## src/sv/ffba_pkg.sv

```systemverilog
// shared widths, codes and controller/datapath interface types of the block allocator
package ffba_pkg;

    localparam int ADDR_W = 32;
    localparam int REQ_W  = 16;
    localparam int STAT_W = 2;

    localparam logic [ADDR_W-1:0] RESET_BASE = 32'hD000_0000;

    localparam logic OP_ALLOC = 1'b0;
    localparam logic OP_FREE  = 1'b1;

    localparam logic [STAT_W-1:0] ST_DONE  = 2'd0;
    localparam logic [STAT_W-1:0] ST_OOM   = 2'd1;
    localparam logic [STAT_W-1:0] ST_RANGE = 2'd2;

    // commands from the controller to the datapath
    typedef struct packed {
        logic init_wr;   // write the whole-arena header at offset 0
        logic take;      // capture the accepted item, start the walk at the head
        logic free_exec; // push a freed block on the list head
        logic rd;        // read the header at the current offset
        logic advance;   // step to the next free block
        logic oom;       // end of walk with nothing found
        logic spl_rest;  // write the remainder header
        logic spl_cur;   // shrink the granted header
        logic link;      // unlink the granted block and set the grant
        logic load_out;  // move the result into the output register
    } t_cmd;

    // status from the datapath to the controller
    typedef struct packed {
        logic walk_end;
        logic fits;
        logic split;
        logic out_free;
    } t_sts;

endpackage

```

## src/sv/ffba_ctrl.sv

```systemverilog
// controller state machine of the block allocator
module ffba_ctrl (
    input  logic           i_clk,
    input  logic           i_rst_n,
    input  logic           i_in_valid,
    input  logic           i_op,
    input  ffba_pkg::t_sts i_sts,
    output ffba_pkg::t_cmd o_cmd,
    output logic           o_idle
);

    typedef enum logic [8:0] {
        S_INIT = 9'b000000001,
        S_IDLE = 9'b000000010,
        S_FREE = 9'b000000100,
        S_RD   = 9'b000001000,
        S_CHK  = 9'b000010000,
        S_SPL1 = 9'b000100000,
        S_SPL2 = 9'b001000000,
        S_LINK = 9'b010000000,
        S_DONE = 9'b100000000
    } t_state;

    t_state r_state;
    t_state n_state;

    always_ff @(posedge i_clk) begin
        if (!i_rst_n) begin
            r_state <= S_INIT;
        end else begin
            r_state <= n_state;
        end
    end

    always_comb begin
        n_state = r_state;
        o_cmd   = '0;
        unique case (r_state)
            S_INIT: begin
                o_cmd.init_wr = 1'b1;
                n_state       = S_IDLE;
            end
            S_IDLE: begin
                if (i_in_valid) begin
                    o_cmd.take = 1'b1;
                    n_state    = (i_op == ffba_pkg::OP_FREE) ? S_FREE : S_RD;
                end
            end
            S_FREE: begin
                o_cmd.free_exec = 1'b1;
                n_state         = S_DONE;
            end
            S_RD: begin
                if (i_sts.walk_end) begin
                    o_cmd.oom = 1'b1;
                    n_state   = S_DONE;
                end else begin
                    o_cmd.rd = 1'b1;
                    n_state  = S_CHK;
                end
            end
            S_CHK: begin
                if (!i_sts.fits) begin
                    o_cmd.advance = 1'b1;
                    n_state       = S_RD;
                end else if (i_sts.split) begin
                    n_state = S_SPL1;
                end else begin
                    n_state = S_LINK;
                end
            end
            S_SPL1: begin
                o_cmd.spl_rest = 1'b1;
                n_state        = S_SPL2;
            end
            S_SPL2: begin
                o_cmd.spl_cur = 1'b1;
                n_state       = S_LINK;
            end
            S_LINK: begin
                o_cmd.link = 1'b1;
                n_state    = S_DONE;
            end
            S_DONE: begin
                if (i_sts.out_free) begin
                    o_cmd.load_out = 1'b1;
                    n_state        = S_IDLE;
                end
            end
            default: begin
                n_state = S_INIT;
            end
        endcase
    end

    assign o_idle = (r_state == S_IDLE);

endmodule

```

## config.mk

```make
export PLATFORM = sky130hd
export DESIGN_NAME = ffba_ctrl
export DESIGN_NICKNAME = d
export VERILOG_FILES = /design/src/sv/ffba_pkg.sv /design/src/sv/ffba_ctrl.sv
export SDC_FILE = /design/constraint.sdc
export NUM_CORES = 1
export LEC_CHECK = 0
export BUFFER_PORTS_ARGS = -buffer_cell sky130_fd_sc_hd__buf_2
export CELL_PAD_IN_SITES_DETAIL_PLACEMENT = 1
export CELL_PAD_IN_SITES_GLOBAL_PLACEMENT = 2
export CORE_UTILIZATION = 28
export CTS_CLUSTER_SIZE = 12
export DETAILED_ROUTE_END_ITERATION = 12
export PLACE_DENSITY_LB_ADDON = 0.1
export REMOVE_ABC_BUFFERS = 1
export SYNTH_ARGS = -nofsm -noshare
export SYNTH_HDL_FRONTEND = slang
export SYNTH_SLANG_ARGS = --single-unit
```

## constraint.sdc

```tcl
create_clock -name i_clk -period 1.74 [get_ports i_clk]
set_input_delay 0.087 -clock i_clk [delete_from_list [all_inputs] [get_ports i_clk]]
set_output_delay 0.087 -clock i_clk [all_outputs]
set_load 0.02 [all_outputs]
```

After elaboration in Yosys (flattened, before gate mapping)
Cells that the tools add are included.
- reductions and logical operators: 2
- equal/unequal tests: 11
- mux-type cells: 22
- operators with widths (kind ; count):
    $pmux W9 S8 ; 1
    $mux W9 ; 4
    $mux W1 ; 15
    $eq A9 B1 Y1 const B ; 1
    $eq A9 B2 Y1 const B ; 1
    $eq A9 B3 Y1 const B ; 1
    $eq A9 B4 Y1 const B ; 1
    $eq A9 B5 Y1 const B ; 1
    $eq A9 B6 Y1 const B ; 1
    $eq A9 B7 Y1 const B ; 1
    $eq A9 B8 Y1 const B ; 1
    $eq A9 B9 Y1 const B ; 1
    $mux W8 ; 1
    $mux W4 ; 1
    $ne A2 B2 Y1 const B ; 2
    $reduce_and A2 Y1 ; 1
    $reduce_or A2 Y1 ; 1
- output and inout port bits: 11
- bits in registers: 9
- bits of input ports: 8
- logic and storage cells: 36

Depth between registers and ports, before layout
Gate-level depths: netlist of run 1.
- word-level depth: 3
- mapped depth: 5
- mapped depth without buffers: 4

Worst setup path before layout of run 1
No wires, ideal clock.
- path type: reg-to-reg
- start: register r_state[4]
- end: register r_state[4]
- setup time: 0.062 ns
- arrival: 1.446 ns
- setup slack: 0.231 ns
- cell stages (with the launch flop): 5
- clock period less this slack: 1.509 ns
- data required time: 1.678 ns
- path buffers: 0
- cell sequence: dfxtp_1 -> nor2_1 -> nand3_2 -> nor4_2 -> and4_1
- longest elaborated chain between the ends: 3
- elaborated cells on any way between the ends: 14
- those cells by class: eq/ne (11); mux (1); reduce/logical (2)
- RTL lines (element ; RTL line ; RTL):
    from (decl) ; ffba_ctrl.sv:24 ; t_state r_state;
    from (signal assigned) ; ffba_ctrl.sv:31 ; r_state <= n_state;
    $eq A9 B8 Y1, or another cell as far along ; ffba_ctrl.sv:38 ; unique case (r_state)
    $reduce_or A2 Y1 (no line) or $ne A2 B2 Y1 (tied branches) ; n/a ;
    $pmux W9 S8 or $reduce_and A2 Y1 (tied branches) ; n/a ;
Parallel ways exist; a longest one is shown, timed or not.
A chain may end at the register's enable or synchronous reset.

==> results of run 1 <==
-- layer usage --
metal  wire length (um)  global-route usage, %  vias up
met5                  0                      0        -
met4                 13                   7.14        0
met3                 62                   2.16        2
met2                757                   23.0       13
met1                763                   17.8      288
li1                   -                      -      317
-- logic make-up after synthesis --
kind of cell / count (synthesis)
and+or+nand+nor: 44
AOI/OAI and AO/OA: 11
DFF: 9
buffers and inverters: 6
xor gates and xnor gates: 4
-- stage by stage --
stage,setup slack (ns),TNS (ns)
final,0.0852,0
after global routing,-0.0308,-0.0628
after CTS,0.0198,0
after detailed placement,0.237,0
after global placement,0.225,0
after floorplan,0.231,0
-- power groups by stage --
| stage | Clock, uW | Sequential [uW] | Combinational, uW |
|---|---|---|---|
| 5_1_grt | 180 | 244 | 201 |
| 4_1_cts | 164 | 241 | 169 |
| 2_1_floorplan | 0 | 244 | 108 |
| 3_3_place_gp | 0 | 246 | 161 |
| 3_5_place_dp | 0 | 246 | 162 |
| 6_report | 156 | 242 | 183 |
-- placed cells by master, fill, tap and decap left out, types with 4 or more instances in the layout --
| cell | instances |
|---|---|
| buf_2 | 17 |
| nand2_1 | 8 |
| nor2_1 | 6 |
| dfxtp_1 | 5 |
| inv_1 | 4 |
-- worst paths after layout --
check	endpoint	slack, ns	depth (start not counted)
min	r_state[5]	0.08	3
min reg2reg	r_state[5]	0.62	2
max	o_cmd[2]	0.09	5
max reg2reg	r_state[4]	0.30	4
-- layout make-up --
cell class	count	area [sq um]
well taps	27	33.8
repair buffers	20	108
multi-input cells	59	460
clock buffers	4	26.3
fillers	253	1230
inverters	4	15.0
flip-flops and latches	9	188
-- Yosys cell counts, drive strengths merged --
cell,instances,area share [%]
nand2,9,5.7
o41a,1,1.8
and4,1,1.4
dfxtp,9,28
o211ai,1,2.0
a21oi,2,1.6
o2111ai,1,1.4
xor2,3,4.1
o32a,1,1.6
a31oi,1,0.98
buf,2,2.0
nand3b,1,1.2
xnor2,1,1.4
nand3,2,2.3
nand2b,3,4.1
nor3,6,8.0
inv,4,2.3
nor4,4,7.2
nor4b,2,2.7
nor2,9,6.4
and3,1,0.98
nor3b,2,2.3
o21a,1,1.2
or3,2,2.7
nand4,2,4.3
o21ai,3,2.3
-- what timing repair did --
item	4_1_cts	5_1_grt
setup endpoints to repair	1	7
pin swaps	0	4
cloned	0	0
gates resized for setup	2	9
buffers inserted	1	0
hold buffers	0	0
-- worst register-to-register path: stages, from the launching register on --
cell,delay [ns]
dfxtp_4,0.38
nor4_4,0.41
nand4_4,0.18
nand2b_4,0.18
and4_1,0.18
==> impl_metrics.py, run 1 <==
metrics = {
    "setup_path": {
        "crit_chain": "nor3_4 -> nand2_2 -> or3_4 -> nor2_1 -> buf_4",
        "cp_max_fo": 8,
        "r2r_start": "r_state[0]",
        "crit_path_start_kind": "register",
        "slowest_delay_ns": 0.37,
        "arrival_ns": 1.57,
        "path_buf_inv": 1,
        "critPathCaptureType": "output port",
        "crit_start": "r_state[3]",
        "required_ns": 1.65,
        "worst_path_max_delay_cell": "dfxtp_2",
        "crit_type": "reg2out",
        "critPathTopFamily": "simple AND/OR/NAND/NOR gates",
    },
    "clocking": {
        "cts.htree.levels": 1,
        "cts_root_buffer": "clkbuf_4",
        "cts_tree": "yes",
        "cts_buffers": 3,
        "clock-sinks": 9,
        "cts.path.max_buffers": 2,
        "clk_latency_ns": 0.25,
        "path_clk_slew_ns": 0.06,
    },
    "run": {
        "max_cap_viol_count": 0,
    },
    "synth": {
        "ys_seq_area_share_pct": 28.1,
        "yosys_warnings": 0,
        "synth_cell_type_count": 37,
        "synth_top_family_by_area": "simple AND/OR/NAND/NOR gates",
        "synth-xor-area-share_pct": 5.47,
        "mappedNetlistArea_sq_um": 641,
        "avgSynthCellArea_sq_um": 8.66,
        "syn_inst": 74,
        "synth_compound_area_share_pct": 12.7,
        "ys_seq_elements": 9,
        "synth-simple-area-share_pct": 49.4,
        "synthAdderAreaFrac_pct": 0,
        "synth.area.mux_share_pct": 0,
    },
    "power": {
        "power.leakage_uw": 0.000361,
        "total_power_uw": 581,
        "swShare_pct": 33.7,
        "internal_power_uw": 385,
        "p_per_area_nw_per_um2": 699,
        "irDropWorstVdd_uv": 321,
        "pwr-share-comb_pct": 31.4,
        "power.switching_uw": 196,
        "seq_power_share_pct": 41.7,
        "p_clk_share_pct": 26.9,
    },
    "global_routing": {
        "grt_start_max_net_pins": 9,
        "grt-ovfl-total": 0,
        "antenna_found_initial": 0,
        "grt_pass1_vias": 598,
        "grt_use_total_pct": 14.1,
        "grt_first_pass_wirelength_mm": 2.68,
    },
    "timing": {
        "whs_ns": 0.0807,
        "setup_viol": 0,
        "relSlewSlack_pct": 75.3,
        "finalCriticalPeriod_ns": 1.65,
        "clock.fmax_ghz": 0.604,
        "fin_crit_sh_pct": 95.1,
        "finalHoldViolCount": 0,
        "final_max_slew_viol_count": 0,
        "tightest_slew_ns": 0.368,
        "rsz0062_at_grt": "yes",
        "finClkSkew_ns": 0.00686,
    },
    "floorplanning": {
        "core_sq_um": 2060,
        "die_width_um": 49.8,
        "die_area_sq_um": 2480,
        "ios": 19,
        "rows": 16,
        "die_h_um": 49.8,
        "initial_utilization_pct": 31.1,
    },
    "routing": {
        "wire_per_inst_um": 13.0,
        "ant_nets": 0,
        "drtIter0Drc": 6,
        "vias": 620,
        "avgViaCountPerCell": 5.04,
        "first_pass_iters": 4,
        "drc": 0,
        "routed_wl_mm": 1.60,
    },
    "place": {
        "place_area_sq_um": 759,
        "dp_hpwl_mm": 1.32,
        "numPortBuffers": 18,
        "gp_congestion": 0.714,
        "place_inst": 118,
    },
    "worst_hold_path": {
        "min_from": "i_sts[1]",
        "hp-class": "in2reg",
    },
    "cells_and_area": {
        "final_nets": 105,
        "largest_reg_flops": 9,
        "largestRegisters": "r_state: 9 flops",
        "top_register": "r_state",
        "instances_no_fill": 123,
        "final_util_pct": 40.3,
        "syn_to_final_growth_pct": 29.7,
        "n_antenna_cell": 0,
        "drive_gt1_share_pct": 43.8,
        "fin_area_sq_um": 831,
    },
    "run_status": {
        "run_status": "completed",
    },
}
Power figures use the tool's default switching activity.
==> run 2: changes to the inputs <==
Settings changed: CTS_BUF_LIST set to sky130_fd_sc_hd__clkbuf_4 sky130_fd_sc_hd__clkbuf_8 sky130_fd_sc_hd__clkbuf_16.
==> run 2 against run 1 <==
  * Via count shrank 0.81%
  * Routed wire length is 0.75% lower
  * Non-clock buffer count unchanged
  * Utilization is 0.30 points lower
  * Cell count stayed put
  * Largest cell class unchanged
  * Fmax up 0.94%
  * Critical path depth stayed put
  * Total power grew 2.3%
  * Cell area shrank 0.75%
  * Clock power is 9.6% higher
  * Clock-buffer cell count unchanged
  * Global-route usage fell by 0.19 points
  * Highest routed layer unchanged
==> impl_metrics.py, run 2 (same netlist as run 1, synthesis figures left out) <==
metrics = {
    "run_status": {
        "run_status": "completed",
    },
    "timing": {
        "rsz0062_at_grt": "yes",
        "finalHoldViolCount": 0,
        "tightest_slew_ns": 0.360,
        "whs_ns": 0.0762,
        "setup_viol": 0,
        "clock.fmax_ghz": 0.610,
        "finalCriticalPeriod_ns": 1.64,
        "final_max_slew_viol_count": 0,
        "fin_crit_sh_pct": 94.2,
        "finClkSkew_ns": 0.00705,
        "relSlewSlack_pct": 75.8,
    },
    "power": {
        "p_per_area_nw_per_um2": 721,
        "irDropWorstVdd_uv": 320,
        "power.leakage_uw": 0.000363,
        "total_power_uw": 594,
    },
    "floorplanning": {
        "core_sq_um": 2060,
        "rows": 16,
        "initial_utilization_pct": 31.1,
        "die_h_um": 49.8,
        "ios": 19,
        "die_area_sq_um": 2480,
        "die_width_um": 49.8,
    },
    "routing": {
        "routed_wl_mm": 1.59,
        "wire_per_inst_um": 12.9,
        "first_pass_iters": 3,
        "avgViaCountPerCell": 5.00,
        "vias": 615,
        "drc": 0,
        "ant_nets": 0,
        "drtIter0Drc": 4,
    },
    "setup_path": {
        "path_buf_inv": 1,
        "crit_path_start_kind": "register",
        "crit_chain": "nor3_4 -> nand2_2 -> or3_4 -> nor2_2 -> buf_4",
        "r2r-end": "r_state[4]",
        "worst_path_max_delay_cell": "dfxtp_2",
        "r2r_start": "r_state[0]",
        "r2r.worst_path.cells": 4,
        "required_ns": 1.65,
        "crit_type": "reg2out",
        "slowest_delay_ns": 0.37,
        "cp_max_fo": 5,
        "critPathCaptureType": "output port",
        "critPathTopFamily": "simple AND/OR/NAND/NOR gates",
        "reg2reg_slack_ns": 0.32,
        "arrival_ns": 1.55,
    },
    "clocking": {
        "cts.htree.levels": 1,
        "cts_tree": "yes",
        "cts_root_buffer": "clkbuf_4",
        "cts_buffers": 3,
        "clock-sinks": 9,
        "path_clk_slew_ns": 0.06,
        "cts.path.max_buffers": 2,
        "clk_latency_ns": 0.25,
    },
    "cells_and_area": {
        "n_antenna_cell": 0,
        "syn_to_final_growth_pct": 28.7,
        "largest_reg_flops": 9,
        "fin_area_sq_um": 825,
        "largestRegisters": "r_state: 9 flops",
        "final_nets": 105,
        "drive_gt1_share_pct": 45.8,
        "final_util_pct": 40.0,
        "instances_no_fill": 123,
        "fillers": 252,
        "top_register": "r_state",
        "mostFrequentLayoutCells": "buf_2, nand2_1, nor2_1",
        "final_common_cell": "buf_2",
    },
    "global_routing": {
        "grt-ovfl-total": 0,
        "antenna_found_initial": 0,
        "grt_pass1_vias": 600,
        "grt_use_total_pct": 13.9,
        "grt_start_max_net_pins": 9,
        "grt_first_pass_wirelength_mm": 2.67,
    },
    "place": {
        "numPortBuffers": 18,
        "dp_hpwl_mm": 1.32,
        "place_inst": 118,
        "place_area_sq_um": 759,
        "gp_congestion": 0.714,
    },
    "worst_hold_path": {
        "min_from": "i_sts[1]",
        "holdPathEnd": "r_state[5]",
        "hp-class": "in2reg",
        "hold_depth": 3,
    },
    "run": {
        "max_cap_viol_count": 0,
    },
}
-- run 2: cell types whose count changed in the layout (fill, tap and decap cells not counted) --
cell | previous run | this run
nand3_4 | 1 | 0
nor2_1 | 6 | 5
nor4_1 | 1 | 2
dfxtp_2 | 3 | 4
dfxtp_1 | 5 | 4
nand3_2 | 0 | 1
nor2_2 | 2 | 3
clkbuf_4 | 3 | 4
nor4_2 | 1 | 0
clkbuf_1 | 1 | 0
-- run 2: worst min-delay path: stages --
cell	delay (ns)
buf_2	0.11
nand2_1	0.07
nor3_2	0.04
-- run 2: area by class of cell --
type / instances / area (sq um) / share of cell area, %
Multi-Input combinational cell: 59 / 449 / 54.5
Clock buffer: 4 / 30.0 / 3.64
Sequential cell: 9 / 189 / 22.9
Inverter: 4 / 15.0 / 1.82
Tap cell: 27 / 33.8 / 4.10
Timing Repair Buffer: 20 / 108 / 13.1
-- run 2: power by group --
| part | internal, uW | total, uW | switching [uW] | leakage [uW] |
|---|---|---|---|---|
| sequential | 219 | 244 | 24.8 | 0.0000750 |
| clock | 104 | 171 | 67.0 | 0.0000184 |
| combinational | 78.9 | 180 | 101 | 0.000270 |
| total | 401 | 594 | 193 | 0.000363 |
-- run 2: metal layers --
| metal | routed length [um] | track usage [%] |
|---|---|---|
| met5 | 0 | 0 |
| met4 | 13 | 5.71 |
| met3 | 43 | 2.16 |
| met2 | 760 | 23.0 |
| met1 | 768 | 17.8 |
-- run 2: timing repair --
item,in CTS,in global routing
hold endpoints to repair,0,0
hold buffers,0,0
endpoints found under the setup margin,1,7
pin swaps,0,4
gates resized for setup,2,9
setup buffers,1,0
-- run 2: stage by stage --
step | setup WS (ns) | setup TNS [ns]
after CTS | 0.0210 | 0
after global routing | -0.00854 | -0.00854
after floorplan | 0.231 | 0
final | 0.101 | 0
after global placement | 0.225 | 0
after detailed placement | 0.237 | 0
-- run 2: worst max path at each step --
| stage | from | endpoint | slack [ns] | depth (start not counted) |
|---|---|---|---|---|
| finish | r_state[1] | o_cmd[2] | 0.10 | 5 |
| global route | r_state[0] | o_cmd[1] | -0.009 | 4 |
| CTS | r_state[4] | o_cmd[6] | 0.02 | 4 |
| detailed placement | r_state[3] | o_cmd[2] | 0.24 | 5 |
| global placement | r_state[3] | o_cmd[2] | 0.23 | 5 |
| floorplan | r_state[4] | r_state[4] | 0.23 | 4 |
==> run 3: changes to the inputs <==
Settings changed: BUFFER_PORTS_ARGS -buffer_cell sky130_fd_sc_hd__buf_2 to -buffer_cell sky130_fd_sc_hd__clkbuf_2.
==> run 3 against run 2 <==
  * Die area is the same
  * Critical endpoint unchanged
  * Combinational power is 6% lower
  * Critical path depth stayed put
  * Largest power group unchanged
  * Global-route usage down 0.19 points
  * Worst hold slack lost 0.0099 ns
  * Utilization is 0.49 points lower
==> impl_metrics.py, run 3 (same netlist as run 1, synthesis figures left out) <==
metrics = {
    "run_status": {
        "run_status": "completed",
    },
    "worst_hold_path": {
        "hold_depth": 3,
        "min_from": "i_sts[1]",
        "holdPathEnd": "r_state[5]",
        "hp-class": "in2reg",
    },
    "routing": {
        "ant_nets": 0,
        "routed_wl_mm": 1.55,
        "wire_per_inst_um": 12.6,
        "avgViaCountPerCell": 4.89,
        "drc": 0,
        "vias": 602,
        "first_pass_iters": 3,
        "drtIter0Drc": 3,
    },
    "place": {
        "numPortBuffers": 18,
        "gp_congestion": 0.703,
        "dp_hpwl_mm": 1.30,
        "place_ws_ns": 0.215,
        "place_inst": 118,
    },
    "floorplanning": {
        "ios": 19,
        "die_h_um": 49.8,
        "rows": 16,
        "die_area_sq_um": 2480,
        "initial_utilization_pct": 31.1,
        "core_sq_um": 2060,
        "die_width_um": 49.8,
    },
    "cells_and_area": {
        "n_antenna_cell": 0,
        "largestRegisters": "r_state: 9 flops",
        "mostFrequentLayoutCells": "clkbuf_2, nand2_1, nor2_1",
        "top_register": "r_state",
        "final_common_cell": "clkbuf_2",
        "largest_reg_flops": 9,
        "syn_to_final_growth_pct": 27.1,
        "instances_no_fill": 123,
        "drive_gt1_share_pct": 45.8,
        "final_nets": 105,
    },
    "timing": {
        "finClkSkew_ns": 0.00558,
        "finalCriticalPeriod_ns": 1.65,
        "rsz0062_at_grt": "yes",
        "finalSetupTns_ns": 0,
        "final_max_slew_viol_count": 0,
        "clock.fmax_ghz": 0.607,
        "setup_viol": 0,
        "fin_crit_sh_pct": 94.7,
        "tightest_slew_ns": 0.345,
        "finalHoldViolCount": 0,
        "relSlewSlack_pct": 76.8,
        "setup_slack_ns": 0.0918,
    },
    "global_routing": {
        "grt_start_max_net_pins": 9,
        "grt_pass1_vias": 605,
        "grt_first_pass_wirelength_mm": 2.68,
        "grt-ovfl-total": 0,
        "antenna_found_initial": 0,
        "grt_use_total_pct": 13.7,
    },
    "setup_path": {
        "crit_path_start_kind": "register",
        "r2r_start": "r_state[4]",
        "crit_chain": "nor3_4 -> nand2_2 -> or3_4 -> nor2_2 -> buf_4",
        "arrival_ns": 1.56,
        "slowest_delay_ns": 0.37,
        "reg2reg_slack_ns": 0.33,
        "crit_type": "reg2out",
        "cp_max_fo": 5,
        "worst_path_max_delay_cell": "dfxtp_4",
        "required_ns": 1.65,
        "r2r.worst_path.cells": 4,
        "r2r-end": "r_state[4]",
        "critPathCaptureType": "output port",
    },
    "clocking": {
        "cts.path.max_buffers": 2,
        "cts_buffers": 3,
        "cts.htree.levels": 1,
        "postCtsHoldBufs": 0,
        "cts_tree": "yes",
        "clk_latency_ns": 0.25,
        "cts_root_buffer": "clkbuf_4",
        "path_clk_slew_ns": 0.06,
        "clock-sinks": 9,
    },
    "power": {
        "power.leakage_uw": 0.000358,
        "irDropWorstVdd_uv": 305,
        "p_per_area_nw_per_um2": 718,
    },
    "run": {
        "max_cap_viol_count": 0,
    },
}
[run 3: changes by cell type in the layout (fill, tap and decap cells not counted), sizes merged]
cell,before,now
clkbuf,4,20
buf,20,4
[run 3: worst max-delay path: cells and delay by family, from the launching register on]
| family | cells | cell delay [ns] |
|---|---|---|
| flops | 1 | 0.37 |
| simple gates | 4 | 0.79 |
| buf+inv | 1 | 0.14 |
[run 3: final cells by class]
| type | instances | area, sq um |
|---|---|---|
| multi-input combinational | 59 | 438 |
| sequential | 9 | 190 |
| tap | 27 | 33.8 |
| clock buffer | 4 | 30.0 |
| inverter | 4 | 15.0 |
| fill | 248 | 1250 |
| timing repair buffer | 20 | 108 |
[run 3: worst max-delay path by stage]
stage | startpoint | end | slack (ns) | cells after the start
6_report | r_state[1] | o_cmd[2] | 0.09 | 5
4_1_cts | r_state[4] | o_cmd[6] | 0.04 | 4
3_3_place_gp | r_state[3] | o_cmd[2] | 0.21 | 5
2_1_floorplan | r_state[4] | r_state[4] | 0.23 | 4
5_1_grt | r_state[4] | o_cmd[6] | -0.02 | 4
3_5_place_dp | r_state[3] | o_cmd[2] | 0.21 | 5
[run 3: where the power goes]
part | switching [uW] | total [uW] | internal, uW
registers | 24.9 | 242 | 218
logic | 96.6 | 170 | 73.4
clock network | 68.8 | 172 | 104
[run 3: timing repair]
item | 4_1_cts | 5_1_grt
gates resized for setup | 3 | 9
endpoints found under the setup margin | 1 | 7
buffers inserted | 1 | 0
pin swaps | 0 | 2
cloned | 0 | 0
[run 3: metal layers]
metal	global-route usage, %	share of wire (%)
met5	0	0
met4	4.29	0
met3	2.16	2.1
met2	23.0	51
met1	17.8	47
[run 3: per-stage QoR]
step	hold WS, ns	cell area, sq um	util (%)	total power (uW)
CTS	0.0596	802	38.9	586
floorplan	0.163	628	-	353
detailed placement	0.333	759	36.8	405
finish	0.0663	815	39.5	585
global route	0.0800	815	39.5	617
global placement	0.332	759	36.8	407
